<file path="src/rtl/core/clpg_pkg.sv">
// ----------------------------------------------------------------------------
// clpg_pkg: shared types and constants of the clipped line pixel generator
// Register indexes, item kinds and the configuration register bundle.
// ----------------------------------------------------------------------------
package clpg_pkg;

	localparam int CLPG_COORD_BITS = 12;
	localparam int CLPG_IDX_BITS   = 3;
	localparam int CLPG_CFG_BITS   = 32;

	typedef enum logic [CLPG_IDX_BITS-1:0] {
		REG_CLIP_LEFT   = 3'd0,
		REG_CLIP_TOP    = 3'd1,
		REG_CLIP_WIDTH  = 3'd2,
		REG_CLIP_HEIGHT = 3'd3,
		REG_BPP         = 3'd4,
		REG_ROW_PITCH   = 3'd5,
		REG_FRAME_BASE  = 3'd6
	} reg_idx_t;

	typedef enum logic {
		ACT_START = 1'b0,
		ACT_STEP  = 1'b1
	} action_t;

	typedef struct packed {
		logic [10:0] clip_left;
		logic [10:0] clip_top;
		logic [11:0] clip_width;
		logic [11:0] clip_height;
		logic [2:0]  bytes_per_pixel;
		logic [13:0] row_pitch;
		logic [31:0] frame_base;
	} cfg_t;

	localparam logic [2:0]  BPP_RESET   = 3'd4;
	localparam logic [13:0] PITCH_RESET = 14'd4096;

endpackage

</file>
<file path="src/rtl/core/clpg_regs.sv">
// ----------------------------------------------------------------------------
// clpg_regs: configuration registers
// Write-only register file for the clip rectangle and frame buffer layout.
// ----------------------------------------------------------------------------
module clpg_regs
	import clpg_pkg::*;
(
	input  logic                     clk,
	input  logic                     arst_n,
	input  logic                     cfg_we,
	input  logic [CLPG_IDX_BITS-1:0] cfg_index,
	input  logic [CLPG_CFG_BITS-1:0] cfg_data,
	output cfg_t                     cfg
);

	cfg_t cfg_q;

	always_ff @(posedge clk or negedge arst_n) begin
		if (!arst_n) begin
			cfg_q.clip_left       <= '0;
			cfg_q.clip_top        <= '0;
			cfg_q.clip_width      <= '0;
			cfg_q.clip_height     <= '0;
			cfg_q.bytes_per_pixel <= BPP_RESET;
			cfg_q.row_pitch       <= PITCH_RESET;
			cfg_q.frame_base      <= '0;
		end else if (cfg_we) begin
			unique case (reg_idx_t'(cfg_index))
				REG_CLIP_LEFT:   cfg_q.clip_left       <= cfg_data[10:0];
				REG_CLIP_TOP:    cfg_q.clip_top        <= cfg_data[10:0];
				REG_CLIP_WIDTH:  cfg_q.clip_width      <= cfg_data[11:0];
				REG_CLIP_HEIGHT: cfg_q.clip_height     <= cfg_data[11:0];
				REG_BPP:         cfg_q.bytes_per_pixel <= cfg_data[2:0];
				REG_ROW_PITCH:   cfg_q.row_pitch       <= cfg_data[13:0];
				REG_FRAME_BASE:  cfg_q.frame_base      <= cfg_data[31:0];
				default: ;
			endcase
		end
	end

	assign cfg = cfg_q;

endmodule

</file>
<file path="src/rtl/core/clpg_walker.sv">
// ----------------------------------------------------------------------------
// clpg_walker: line walk state
// Sets up the walk on a start item and advances one pixel per step item.
// ----------------------------------------------------------------------------
module clpg_walker
	import clpg_pkg::*;
#(
	parameter int COORD_BITS = CLPG_COORD_BITS
) (
	input  logic                  clk,
	input  logic                  arst_n,
	input  logic                  accept,
	input  action_t               action,
	input  logic [COORD_BITS-1:0] start_x,
	input  logic [COORD_BITS-1:0] start_y,
	input  logic [COORD_BITS-1:0] end_x,
	input  logic [COORD_BITS-1:0] end_y,
	input  logic [31:0]           line_color,
	output logic                  pix_valid,
	output logic [COORD_BITS-1:0] pix_x,
	output logic [COORD_BITS-1:0] pix_y,
	output logic [31:0]           pix_color,
	output logic                  pix_last
);

	localparam int C = COORD_BITS;

	logic [C-1:0] cur_x_q, cur_y_q, major_q, minor_q, steps_q;
	logic [C:0]   err_q;
	logic         x_neg_q, y_neg_q, x_major_q, busy_q;
	logic [31:0]  color_q;

	logic [C:0]   dx_d, dy_d, dx_n, dy_n;
	logic [C-1:0] dx_abs, dy_abs, major_d, minor_d;
	logic         x_neg_d, y_neg_d, x_major_d;
	logic [C:0]   err_sum, err_nxt;
	logic         minor_move;
	logic [C-1:0] x_adv, y_adv;

	assign dx_d    = {end_x[C-1], end_x} - {start_x[C-1], start_x};
	assign dy_d    = {end_y[C-1], end_y} - {start_y[C-1], start_y};
	assign dx_n    = -dx_d;
	assign dy_n    = -dy_d;
	assign x_neg_d = dx_d[C];
	assign y_neg_d = dy_d[C];
	assign dx_abs  = x_neg_d ? dx_n[C-1:0] : dx_d[C-1:0];
	assign dy_abs  = y_neg_d ? dy_n[C-1:0] : dy_d[C-1:0];
	assign x_major_d = dx_abs >= dy_abs;
	assign major_d   = x_major_d ? dx_abs : dy_abs;
	assign minor_d   = x_major_d ? dy_abs : dx_abs;

	assign err_sum    = err_q + {1'b0, minor_q};
	assign minor_move = err_sum >= {1'b0, major_q};
	assign err_nxt    = minor_move ? err_sum - {1'b0, major_q} : err_sum;

	always_comb begin
		x_adv = cur_x_q;
		y_adv = cur_y_q;
		if (x_major_q || minor_move) begin
			x_adv = x_neg_q ? cur_x_q - 1'b1 : cur_x_q + 1'b1;
		end
		if (!x_major_q || minor_move) begin
			y_adv = y_neg_q ? cur_y_q - 1'b1 : cur_y_q + 1'b1;
		end
	end

	always_ff @(posedge clk or negedge arst_n) begin
		if (!arst_n) begin
			cur_x_q   <= '0;
			cur_y_q   <= '0;
			err_q     <= '0;
			major_q   <= '0;
			minor_q   <= '0;
			steps_q   <= '0;
			x_neg_q   <= 1'b0;
			y_neg_q   <= 1'b0;
			x_major_q <= 1'b0;
			busy_q    <= 1'b0;
			color_q   <= '0;
		end else if (accept && action == ACT_START) begin
			cur_x_q   <= start_x;
			cur_y_q   <= start_y;
			err_q     <= {2'b00, major_d[C-1:1]};
			major_q   <= major_d;
			minor_q   <= minor_d;
			steps_q   <= major_d;
			x_neg_q   <= x_neg_d;
			y_neg_q   <= y_neg_d;
			x_major_q <= x_major_d;
			busy_q    <= 1'b1;
			color_q   <= line_color;
		end else if (accept && busy_q) begin
			if (steps_q == '0) begin
				busy_q <= 1'b0;
			end else begin
				err_q   <= err_nxt;
				cur_x_q <= x_adv;
				cur_y_q <= y_adv;
				steps_q <= steps_q - 1'b1;
			end
		end
	end

	assign pix_valid = accept && action == ACT_STEP && busy_q;
	assign pix_x     = cur_x_q;
	assign pix_y     = cur_y_q;
	assign pix_color = color_q;
	assign pix_last  = steps_q == '0;

endmodule

</file>
<file path="src/rtl/core/clpg_addr.sv">
// ----------------------------------------------------------------------------
// clpg_addr: address and clip pipeline
// Scales the pixel coordinates, tests the clip rectangle and forms the
// frame buffer address, then holds the result for the receiver.
// ----------------------------------------------------------------------------
module clpg_addr
	import clpg_pkg::*;
#(
	parameter int COORD_BITS = CLPG_COORD_BITS
) (
	input  logic                  clk,
	input  logic                  arst_n,
	input  cfg_t                  cfg,
	input  logic                  pix_valid,
	input  logic [COORD_BITS-1:0] pix_x,
	input  logic [COORD_BITS-1:0] pix_y,
	input  logic [31:0]           pix_color,
	input  logic                  pix_last,
	output logic                  in_ready,
	output logic                  out_valid,
	input  logic                  out_ready,
	output logic [COORD_BITS-1:0] out_x,
	output logic [COORD_BITS-1:0] out_y,
	output logic [31:0]           out_addr,
	output logic [31:0]           out_color,
	output logic                  out_visible,
	output logic                  out_last
);

	localparam int C  = COORD_BITS;
	localparam int VW = ((C > 12) ? C : 12) + 2;

	logic         v_s1, v_s2, v_q;
	logic [C-1:0] x_s1, y_s1, x_s2, y_s2, x_q, y_q;
	logic [31:0]  color_s1, color_s2, color_q;
	logic         last_s1, last_s2, last_q;
	logic [31:0]  xoff_s2, yoff_s2, addr_q;
	logic         vis_s2, vis_q;

	logic         en_s1, en_s2, en_q;
	logic [31:0]  x_ext, y_ext, xoff, yoff;
	logic [VW-1:0] xv, yv, left_v, top_v, right_v, bottom_v;
	logic         vis;

	assign en_q  = !v_q || out_ready;
	assign en_s2 = !v_s2 || en_q;
	assign en_s1 = !v_s1 || en_s2;
	assign in_ready = en_s1;

	assign x_ext = {{(32-C){x_s1[C-1]}}, x_s1};
	assign y_ext = {{(32-C){y_s1[C-1]}}, y_s1};
	assign xoff  = x_ext * {29'd0, cfg.bytes_per_pixel};
	assign yoff  = y_ext * {18'd0, cfg.row_pitch};

	assign xv       = {{(VW-C){x_s1[C-1]}}, x_s1};
	assign yv       = {{(VW-C){y_s1[C-1]}}, y_s1};
	assign left_v   = {{(VW-11){1'b0}}, cfg.clip_left};
	assign top_v    = {{(VW-11){1'b0}}, cfg.clip_top};
	assign right_v  = left_v + {{(VW-12){1'b0}}, cfg.clip_width};
	assign bottom_v = top_v + {{(VW-12){1'b0}}, cfg.clip_height};
	assign vis = $signed(xv) >= $signed(left_v) && $signed(xv) < $signed(right_v)
		&& $signed(yv) >= $signed(top_v) && $signed(yv) < $signed(bottom_v);

	always_ff @(posedge clk or negedge arst_n) begin
		if (!arst_n) begin
			v_s1 <= 1'b0;
			v_s2 <= 1'b0;
			v_q  <= 1'b0;
		end else begin
			if (en_s1) v_s1 <= pix_valid;
			if (en_s2) v_s2 <= v_s1;
			if (en_q)  v_q  <= v_s2;
		end
	end

	always_ff @(posedge clk) begin
		if (en_s1) begin
			x_s1     <= pix_x;
			y_s1     <= pix_y;
			color_s1 <= pix_color;
			last_s1  <= pix_last;
		end
		if (en_s2) begin
			x_s2     <= x_s1;
			y_s2     <= y_s1;
			color_s2 <= color_s1;
			last_s2  <= last_s1;
			xoff_s2  <= xoff;
			yoff_s2  <= yoff;
			vis_s2   <= vis;
		end
		if (en_q) begin
			x_q     <= x_s2;
			y_q     <= y_s2;
			color_q <= color_s2;
			last_q  <= last_s2;
			vis_q   <= vis_s2;
			addr_q  <= cfg.frame_base + xoff_s2 + yoff_s2;
		end
	end

	assign out_valid   = v_q;
	assign out_x       = x_q;
	assign out_y       = y_q;
	assign out_addr    = addr_q;
	assign out_color   = color_q;
	assign out_visible = vis_q;
	assign out_last    = last_q;

endmodule

</file>
<file path="src/rtl/core/clipped_line_pixel_generator.sv">
// ----------------------------------------------------------------------------
// clipped_line_pixel_generator: line pixel generator with rectangle clip
// Walks a line between two endpoints and emits one frame buffer write per
// step item while a line is active.
//
// Input stream: tuser carries the item kind (start or step). A start item
// loads both endpoints and the color and gives no result; each step item
// while a line is active gives one pixel, the first endpoint first. A step
// while idle is dropped; a start while active restarts the walk.
// Output stream: one item per pixel with coordinates, byte address and
// color in tdata, the clip flag in tuser and the final pixel on tlast.
// Pipeline: a pixel passes the input register, the scale and clip
// register, then the address register. Throughput: one item per cycle
// while the receiver does not stall.
// Receiver stall: the output register holds; the two inner stages keep
// filling, and the input stalls only once all three are full.
// Reset: registers return to their defaults, the walker goes idle. The user
// must do configuration writes only while no item is in flight (not enforced).
// ----------------------------------------------------------------------------
module clipped_line_pixel_generator
	import clpg_pkg::*;
#(
	parameter int COORD_BITS = CLPG_COORD_BITS,
	localparam int IN_W  = ((4 * COORD_BITS + 32 + 7) / 8) * 8,
	localparam int OUT_W = ((2 * COORD_BITS + 64 + 7) / 8) * 8
) (
	input  logic                     clk,
	input  logic                     arst_n,
	input  logic                     cfg_we,
	input  logic [CLPG_IDX_BITS-1:0] cfg_index,
	input  logic [CLPG_CFG_BITS-1:0] cfg_data,
	input  logic                     s_tvalid,
	output logic                     s_tready,
	// start_x, start_y, end_x, end_y, line_color
	input  logic [IN_W-1:0]          s_tdata,
	// action
	input  logic [0:0]               s_tuser,
	output logic                     m_tvalid,
	input  logic                     m_tready,
	// pixel_x, pixel_y, byte_address, pixel_color
	output logic [OUT_W-1:0]         m_tdata,
	// visible
	output logic [0:0]               m_tuser,
	output logic                     m_tlast
);

	localparam int C = COORD_BITS;

	cfg_t         cfg;
	logic         accept;
	logic         pix_valid, pix_last;
	logic [C-1:0] pix_x, pix_y, out_x, out_y;
	logic [31:0]  pix_color, out_addr, out_color;
	logic         out_visible;

	assign accept = s_tvalid && s_tready;

	clpg_regs u_regs (
		.clk       (clk),
		.arst_n    (arst_n),
		.cfg_we    (cfg_we),
		.cfg_index (cfg_index),
		.cfg_data  (cfg_data),
		.cfg       (cfg)
	);

	clpg_walker #(.COORD_BITS(C)) u_walker (
		.clk        (clk),
		.arst_n     (arst_n),
		.accept     (accept),
		.action     (action_t'(s_tuser[0])),
		.start_x    (s_tdata[C-1:0]),
		.start_y    (s_tdata[2*C-1:C]),
		.end_x      (s_tdata[3*C-1:2*C]),
		.end_y      (s_tdata[4*C-1:3*C]),
		.line_color (s_tdata[4*C+31:4*C]),
		.pix_valid  (pix_valid),
		.pix_x      (pix_x),
		.pix_y      (pix_y),
		.pix_color  (pix_color),
		.pix_last   (pix_last)
	);

	clpg_addr #(.COORD_BITS(C)) u_addr (
		.clk         (clk),
		.arst_n      (arst_n),
		.cfg         (cfg),
		.pix_valid   (pix_valid),
		.pix_x       (pix_x),
		.pix_y       (pix_y),
		.pix_color   (pix_color),
		.pix_last    (pix_last),
		.in_ready    (s_tready),
		.out_valid   (m_tvalid),
		.out_ready   (m_tready),
		.out_x       (out_x),
		.out_y       (out_y),
		.out_addr    (out_addr),
		.out_color   (out_color),
		.out_visible (out_visible),
		.out_last    (m_tlast)
	);

	assign m_tdata = OUT_W'({out_color, out_addr, out_y, out_x});
	assign m_tuser = out_visible;

endmodule

</file>
<file path="config.mk">
export PLATFORM = sky130hd
export DESIGN_NAME = clipped_line_pixel_generator
export DESIGN_NICKNAME = d
export VERILOG_FILES = /design/src/rtl/core/clpg_pkg.sv /design/src/rtl/core/clpg_regs.sv /design/src/rtl/core/clpg_walker.sv /design/src/rtl/core/clpg_addr.sv /design/src/rtl/core/clipped_line_pixel_generator.sv
export SDC_FILE = /design/constraint.sdc
export NUM_CORES = 1
export LEC_CHECK = 0
export BUFFER_PORTS_ARGS = -buffer_cell sky130_fd_sc_hd__buf_2
export CORE_UTILIZATION = 69
export CTS_BUF_LIST = sky130_fd_sc_hd__clkbuf_8
export DETAILED_ROUTE_END_ITERATION = 12
export PLACE_DENSITY = 0.9
export SYNTH_ARGS = -nofsm -noshare
export SYNTH_HDL_FRONTEND = slang
export SYNTH_HIERARCHICAL = 1
export SYNTH_SLANG_ARGS = --single-unit
</file>
<file path="constraint.sdc">
create_clock -name clk -period 12.9 [get_ports clk]
set_input_delay 1.935 -clock clk [delete_from_list [all_inputs] [get_ports clk]]
set_output_delay 1.935 -clock clk [all_outputs]
set_load 0.02 [all_outputs]
</file>
# Word level (Yosys, flattened, before mapping)
# Cells that the tools add are included.
[op_classes]
addsub = 15
n_mul = 2
magnitude_cmp = 6
eq_ne = 7
muxes = 24
bitwise_logic = 1
n_reduce_logical = 34
[ops]
columns = ["operator", "count"]
rows = [
  ["$mux 12", 17],
  ["$add 32x32->32", 2],
  ["$mux 13", 4],
  ["$ge 12x12->1", 3],
  ["$sub 12x1->12 const B", 3],
  ["$lt 12x14->1", 2],
  ["$mul 12x15->27", 1],
  ["$add 11x12->13", 2],
  ["$sub 12x12->13", 2],
  ["$add 12x1->12 const B", 2],
  ["$neg 12->12", 2],
  ["$reduce_and 2->1", 9],
  ["$mul 12x4->16", 1],
  ["$add 13x12->13", 1],
  ["$ge 13x12->1", 1],
  ["$sub 13x12->13", 1],
  ["$logic_not 12->1", 1],
  ["$eq 3x3->1 const B", 3],
  ["$logic_and 1x1->1", 8],
  ["$reduce_bool 2->1", 4],
  ["$eq 3x2->1 const B", 2],
  ["$reduce_and 3->1", 2],
  ["$logic_or 1x1->1", 5],
  ["$logic_not 1->1", 4],
  ["other kinds (5)", 7],
]
[word_totals]
register_bits = 476
inputBits = 121
output_inout_bits = 92
wordCells = 127

# Logic depth before layout (Yosys ltp)
[logic_depth]
word_depth = 8
mapped_depth = 21
ltp_nobuf = 20

# Hierarchy
# The synthesis kept the hierarchy.
[modules_own_cells]
columns = ["mod", "n_inst", "cells_each", "area_each_um2"]
rows = [
  ["clpg_addr", 1, 1592, 18585.3],
  ["clpg_walker", 1, 1084, 8908.5],
  ["clpg_regs", 1, 205, 3574.7],
  ["clipped_line_pixel_generator", 1, 1, 6.3],
]

# Least setup slack after synthesis
# OpenSTA, ideal clock, no wires.
[synth_timing]
path_kind = "input-to-reg"
from = "input s_tdata[24]"
to = "register u_walker.steps_q[5]"
setup_ps = 139
t_arrival_ps = 5713
required_ps = 12761
path_slack_ps = 7048
path_stages = 21
path_buffers = 2
path_cell_list = "inv_1 -> ha_1 -> fa_1 -> nand2b_1 -> a21oi_1 -> o41ai_1 -> a21boi_1 -> a221oi_2 -> buf_4 -> o21ai_0 -> xor2_1 -> ha_1 -> a21o_1 -> a21oi_1 -> o21ai_0 -> a2111oi_2 -> o31a_1 -> buf_1 -> nand2_1 -> o211ai_1 -> o211ai_1"
[synth_via]
elab_chain_cells = 6
[synth_rtl]
columns = ["element", "line_no", "text"]
rows = [
  ["from (decl)", "clipped_line_pixel_generator.sv:35", "input logic [IN_W-1:0] s_tdata,"],
  ["$sub 12x12->13 *", "clpg_walker.sv:40", "assign dx_d = {end_x[C-1], end_x} - {start_x[C-1], start_x};"],
  ["$neg 12->12", "clpg_walker.sv:42", "assign dx_n = -dx_d;"],
  ["$mux 12 *", "clpg_walker.sv:46", "assign dx_abs = x_neg_d ? dx_n[C-1:0] : dx_d[C-1:0];"],
  ["$ge 12x12->1", "clpg_walker.sv:48", "assign x_major_d = dx_abs >= dy_abs;"],
  ["$mux 12 *", "clpg_walker.sv:49", "assign major_d = x_major_d ? dx_abs : dy_abs;"],
  ["$mux 12 *", "clpg_walker.sv:80", "end else if (accept && action == ACT_START) begin"],
  ["to (signal assigned)", "clpg_walker.sv:86", "steps_q <= major_d;"],
  ["to (signal assigned)", "clpg_walker.sv:99", "steps_q <= steps_q - 1'b1;"],
  ["to (decl)", "clpg_walker.sv:28", "logic [C-1:0] cur_x_q, cur_y_q, major_q, minor_q, steps_q;"],
]
# Every way passes the cells marked *; elsewhere a longest branch is shown, timed or not.
# A chain may end at the register's enable or synchronous reset.

# Final worst setup path
[layout_timing]
from = "input s_tdata[24]"
to = "register u_walker.err_q[9]"
[layout_via]
elab_chain_cells = 6
[layout_rtl]
columns = ["element", "line_no", "text"]
rows = [
  ["$sub 12x12->13 *", "clpg_walker.sv:40", ""],
  ["$neg 12->12", "clpg_walker.sv:42", ""],
  ["$mux 12 *", "clpg_walker.sv:46", ""],
  ["$ge 12x12->1", "clpg_walker.sv:48", ""],
  ["$mux 12 *", "clpg_walker.sv:49", ""],
  ["$mux 13 *", "clpg_walker.sv:80", ""],
  ["to (signal assigned)", "clpg_walker.sv:83", "err_q <= {2'b00, major_d[C-1:1]};"],
  ["to (signal assigned)", "clpg_walker.sv:96", "err_q <= err_nxt;"],
  ["to (decl)", "clpg_walker.sv:29", "logic [C:0] err_q;"],
]
# Marks and branches as above.

==> impl_metrics.json <==
{
  "startpoint": "s_tdata[24]",
  "dieArea_sq_um": 45890,
  "port_buffers": 212,
  "skew_ns": 0.04169,
  "seqCellArea_sq_um": 12630,
  "root_buffer": "clkbuf_8",
  "grt_overflow_total": 0,
  "seq_area_frac_synth": 0.4064,
  "synthToLayoutAreaGrowth_pct": 10.34,
  "ys_ff_latch": 455,
  "h-tree-depth": 3,
  "fin_crit_ns": 7.231,
  "dr.pass1.iters": 6,
  "multiInputGateArea_sq_um": 16910,
  "critical_path.startpoint_type": "input port",
  "cts_sinks": 455,
  "grt_pass1_vias": 23890,
  "insertion_delay_ns": 0.68,
  "cts.reportedPaths.clkPinSlew_ns": 0.06,
  "postRouteAntennaNets": 0,
  "dp_hpwl_mm": 55.76,
  "post_cts_buffers": 0,
  "antenna_found_initial": 12,
  "track_usage": 0.3329,
  "worst-path-buf-inv": 2,
  "regToRegSetupSlack_ns": 6.69,
  "drt_wl_total_mm": 74.49,
  "synth.area.top_cells": "edfxtp_1 (24%), dfrtp_1 (17%), ha_1 (12%)",
  "tritoncts": "done",
  "vias": 22720,
  "remaining_drc_errors": 0,
  "cp_data_required_time_ns": 13.45,
  "min_from": "u_addr/x_s2[0]$_DFFE_PP_",
  "period_share": 0.5605,
  "yosysWarnings": 6,
  "syn_area_per_cell_sq_um": 10.78,
  "die_h_um": 214.2,
  "num_rows": 77,
  "drv_cap": 0,
  "drt-initial-drc-count": 1772,
  "r2r_cells": 18,
  "cts.repair.resized": 0,
  "yosysTopAreaCellShare": 0.2397,
  "setup_tns_ns": 0,
  "grt_pass1_wl_mm": 121.3,
  "relSlewSlack": 0.2293,
  "status": "finished clean",
  "slowest_stage": "o31a_1",
  "worst_pin_slew_ns": 1.156,
  "synth_area_sq_um": 31070,
  "cp_cell_sequence": "buf_2, inv_1, ha_1, fa_1, nand2b_1, a21oi_1, o41ai_1, a21boi_1, a221oi_2, o21ai_0, xor2_1, ha_1, a21o_1, a21oi_1, o21ai_0, a2111oi_2, o31a_1, nor2_1, a22o_2, a221o_1",
  "cts.path.max_buffers": 3,
  "crit_fanout": 32,
  "synth_edf_count": 248,
  "final_common_cell": "inv_1",
  "path_class": "in2reg",
  "start_util": 0.7012,
  "synth_ff_type": "edfxtp_1",
  "hold_depth": 0,
  "whs_endpoint": "u_addr/out_x[0]$_DFFE_PP_",
  "async_flop_share": 0.4549,
  "final_cell_mix": "inv_1 (347), nand2_1 (330), ha_1 (288)",
  "slowest_delay_ns": 0.98,
  "synth_top_area_cell": "edfxtp_1",
  "setup_viol": 0,
  "die_x_um": 214.2,
  "io_pins": 213,
  "arrival_ns": 7.78,
  "drive_gt1_frac": 0.1393,
  "cts_made_buffers": 75,
  "coreArea_sq_um": 44320,
  "rr_startpoint": "u_addr/y_s1[8]$_DFFE_PP_",
  "ys_types": 105,
  "fillerInstances": 2726,
  "cts_hold_buf": 0,
  "gp_congestion": 0.9258,
  "grt_max_degree": 74,
  "rr_endpoint": "u_addr/yoff_s2[26]$_DFFE_PP_",
  "min_path_type": "reg2reg",
  "wl_per_cell_um": 19.75,
  "grt_setup_unrepaired": "no",
  "end_kind": "register",
  "synth_fp_nets": 3464,
  "synthCells": 2882,
  "nets": 3693,
  "cp_top_family": "compound AO/OA/AOI/OAI gates",
  "drv_slew": 0,
  "fmax_ghz": 0.1383,
  "drt-vias-per-instance": 6.022,
  "finalHoldViolations": 0
}
[registers in the layout, indices dropped and copies added, names as in the netlist, 13 cells and up]
register,cells
u_addr/yoff_s2,27
u_addr/xoff_s2,16
u_walker/pix_color,32
u_addr/out_addr,32
u_addr/color_s2,32
u_addr/color_s1,32
u_walker/err_q,13
u_regs/cfg,95
u_addr/out_color,32
[worst max-delay path by stage]
stage | end | slack, ns | depth (start not counted)
6_report | u_walker/err_q[9]$_DFFE_PN0P_ | 5.67 | 20
5_1_grt | u_walker/err_q[9]$_DFFE_PN0P_ | 5.21 | 20
4_1_cts | u_walker/err_q[9]$_DFFE_PN0P_ | 5.76 | 20
3_5_place_dp | u_walker/err_q[9]$_DFFE_PN0P_ | 5.08 | 20
3_3_place_gp | u_walker/err_q[9]$_DFFE_PN0P_ | 5.21 | 20
2_1_floorplan | u_walker/steps_q[5]$_DFFE_PN0P_ | 7.05 | 21
[cells in the mapped netlist (5+ instances only)]
cell	number
nand2_1	330
inv_1	325
ha_1	288
edfxtp_1	248
dfrtp_1	205
fa_1	173
a21oi_1	143
nor2_1	128
and2_1	101
xnor2_1	91
o21ai_0	81
a21o_1	62
xor2_1	54
mux2_1	52
nor3_1	48
clkbuf_1	47
mux2_2	45
nand2b_1	38
nor2b_1	35
o211ai_1	34
o21ai_1	34
nand3_1	32
a31oi_1	20
o21a_1	20
buf_2	17
o21bai_1	14
a211oi_1	12
and3_1	11
nand4_1	11
or3_1	10
o31ai_1	8
mux2i_1	7
nor4_1	7
a2111oi_0	6
a21boi_0	6
or2_2	6
buf_1	5
nand3b_1	5
[cell type report]
cell class,instances,share of cell area
Tap cell,592,0.02160
Timing Repair Buffer,226,0.03427
Multi-Input combinational cell,2027,0.4932
Inverter,326,0.03569
Clock inverter,53,0.01157
Clock buffer,87,0.03492
Antenna cell,6,0.0004379
Sequential cell,455,0.3684
[per-layer routing]
layer | share of wire | global-route usage | vias up | routed length (um)
met3 | 0.078 | 0.07660 | 219 | 5810
met2 | 0.48 | 0.5530 | 934 | 36020
met4 | 0.038 | 0.1488 | 8 | 2854
li1 | - | - | 10430 | -
met5 | 0.00078 | 0 | - | 58
met1 | 0.40 | 0.4180 | 11130 | 29740
[kinds of logic after synthesis]
| group | synth area share |
|---|---|
| compound gates | 0.1154 |
| fa+ha+maj | 0.2274 |
| flops | 0.4064 |
| simple gates | 0.1214 |
| mux | 0.03741 |
| buf+inv | 0.05001 |
| xor+xnor | 0.04191 |
[stage by stage]
step / setup WS [ns] / cell area (sq um) / hold slack (ns) / cells / utilization
CTS: 5.761 / 34270 / 0.4133 / 3766 / 0.7733
detailed placement: 5.077 / 32680 / 0.4045 / 3626 / 0.7374
floorplan: 7.048 / 31070 / 0.4003 / 2882 / -
global route: 5.209 / 34280 / 0.4202 / 3770 / 0.7735
finish: 5.669 / 34290 / 0.4089 / 3772 / 0.7737
global placement: 5.215 / 32680 / 0.4008 / 3626 / 0.7374
Power is left out: the tool's default activity adds up to more than one toggle a clock period on the data nets, which glitch-free logic cannot reach.
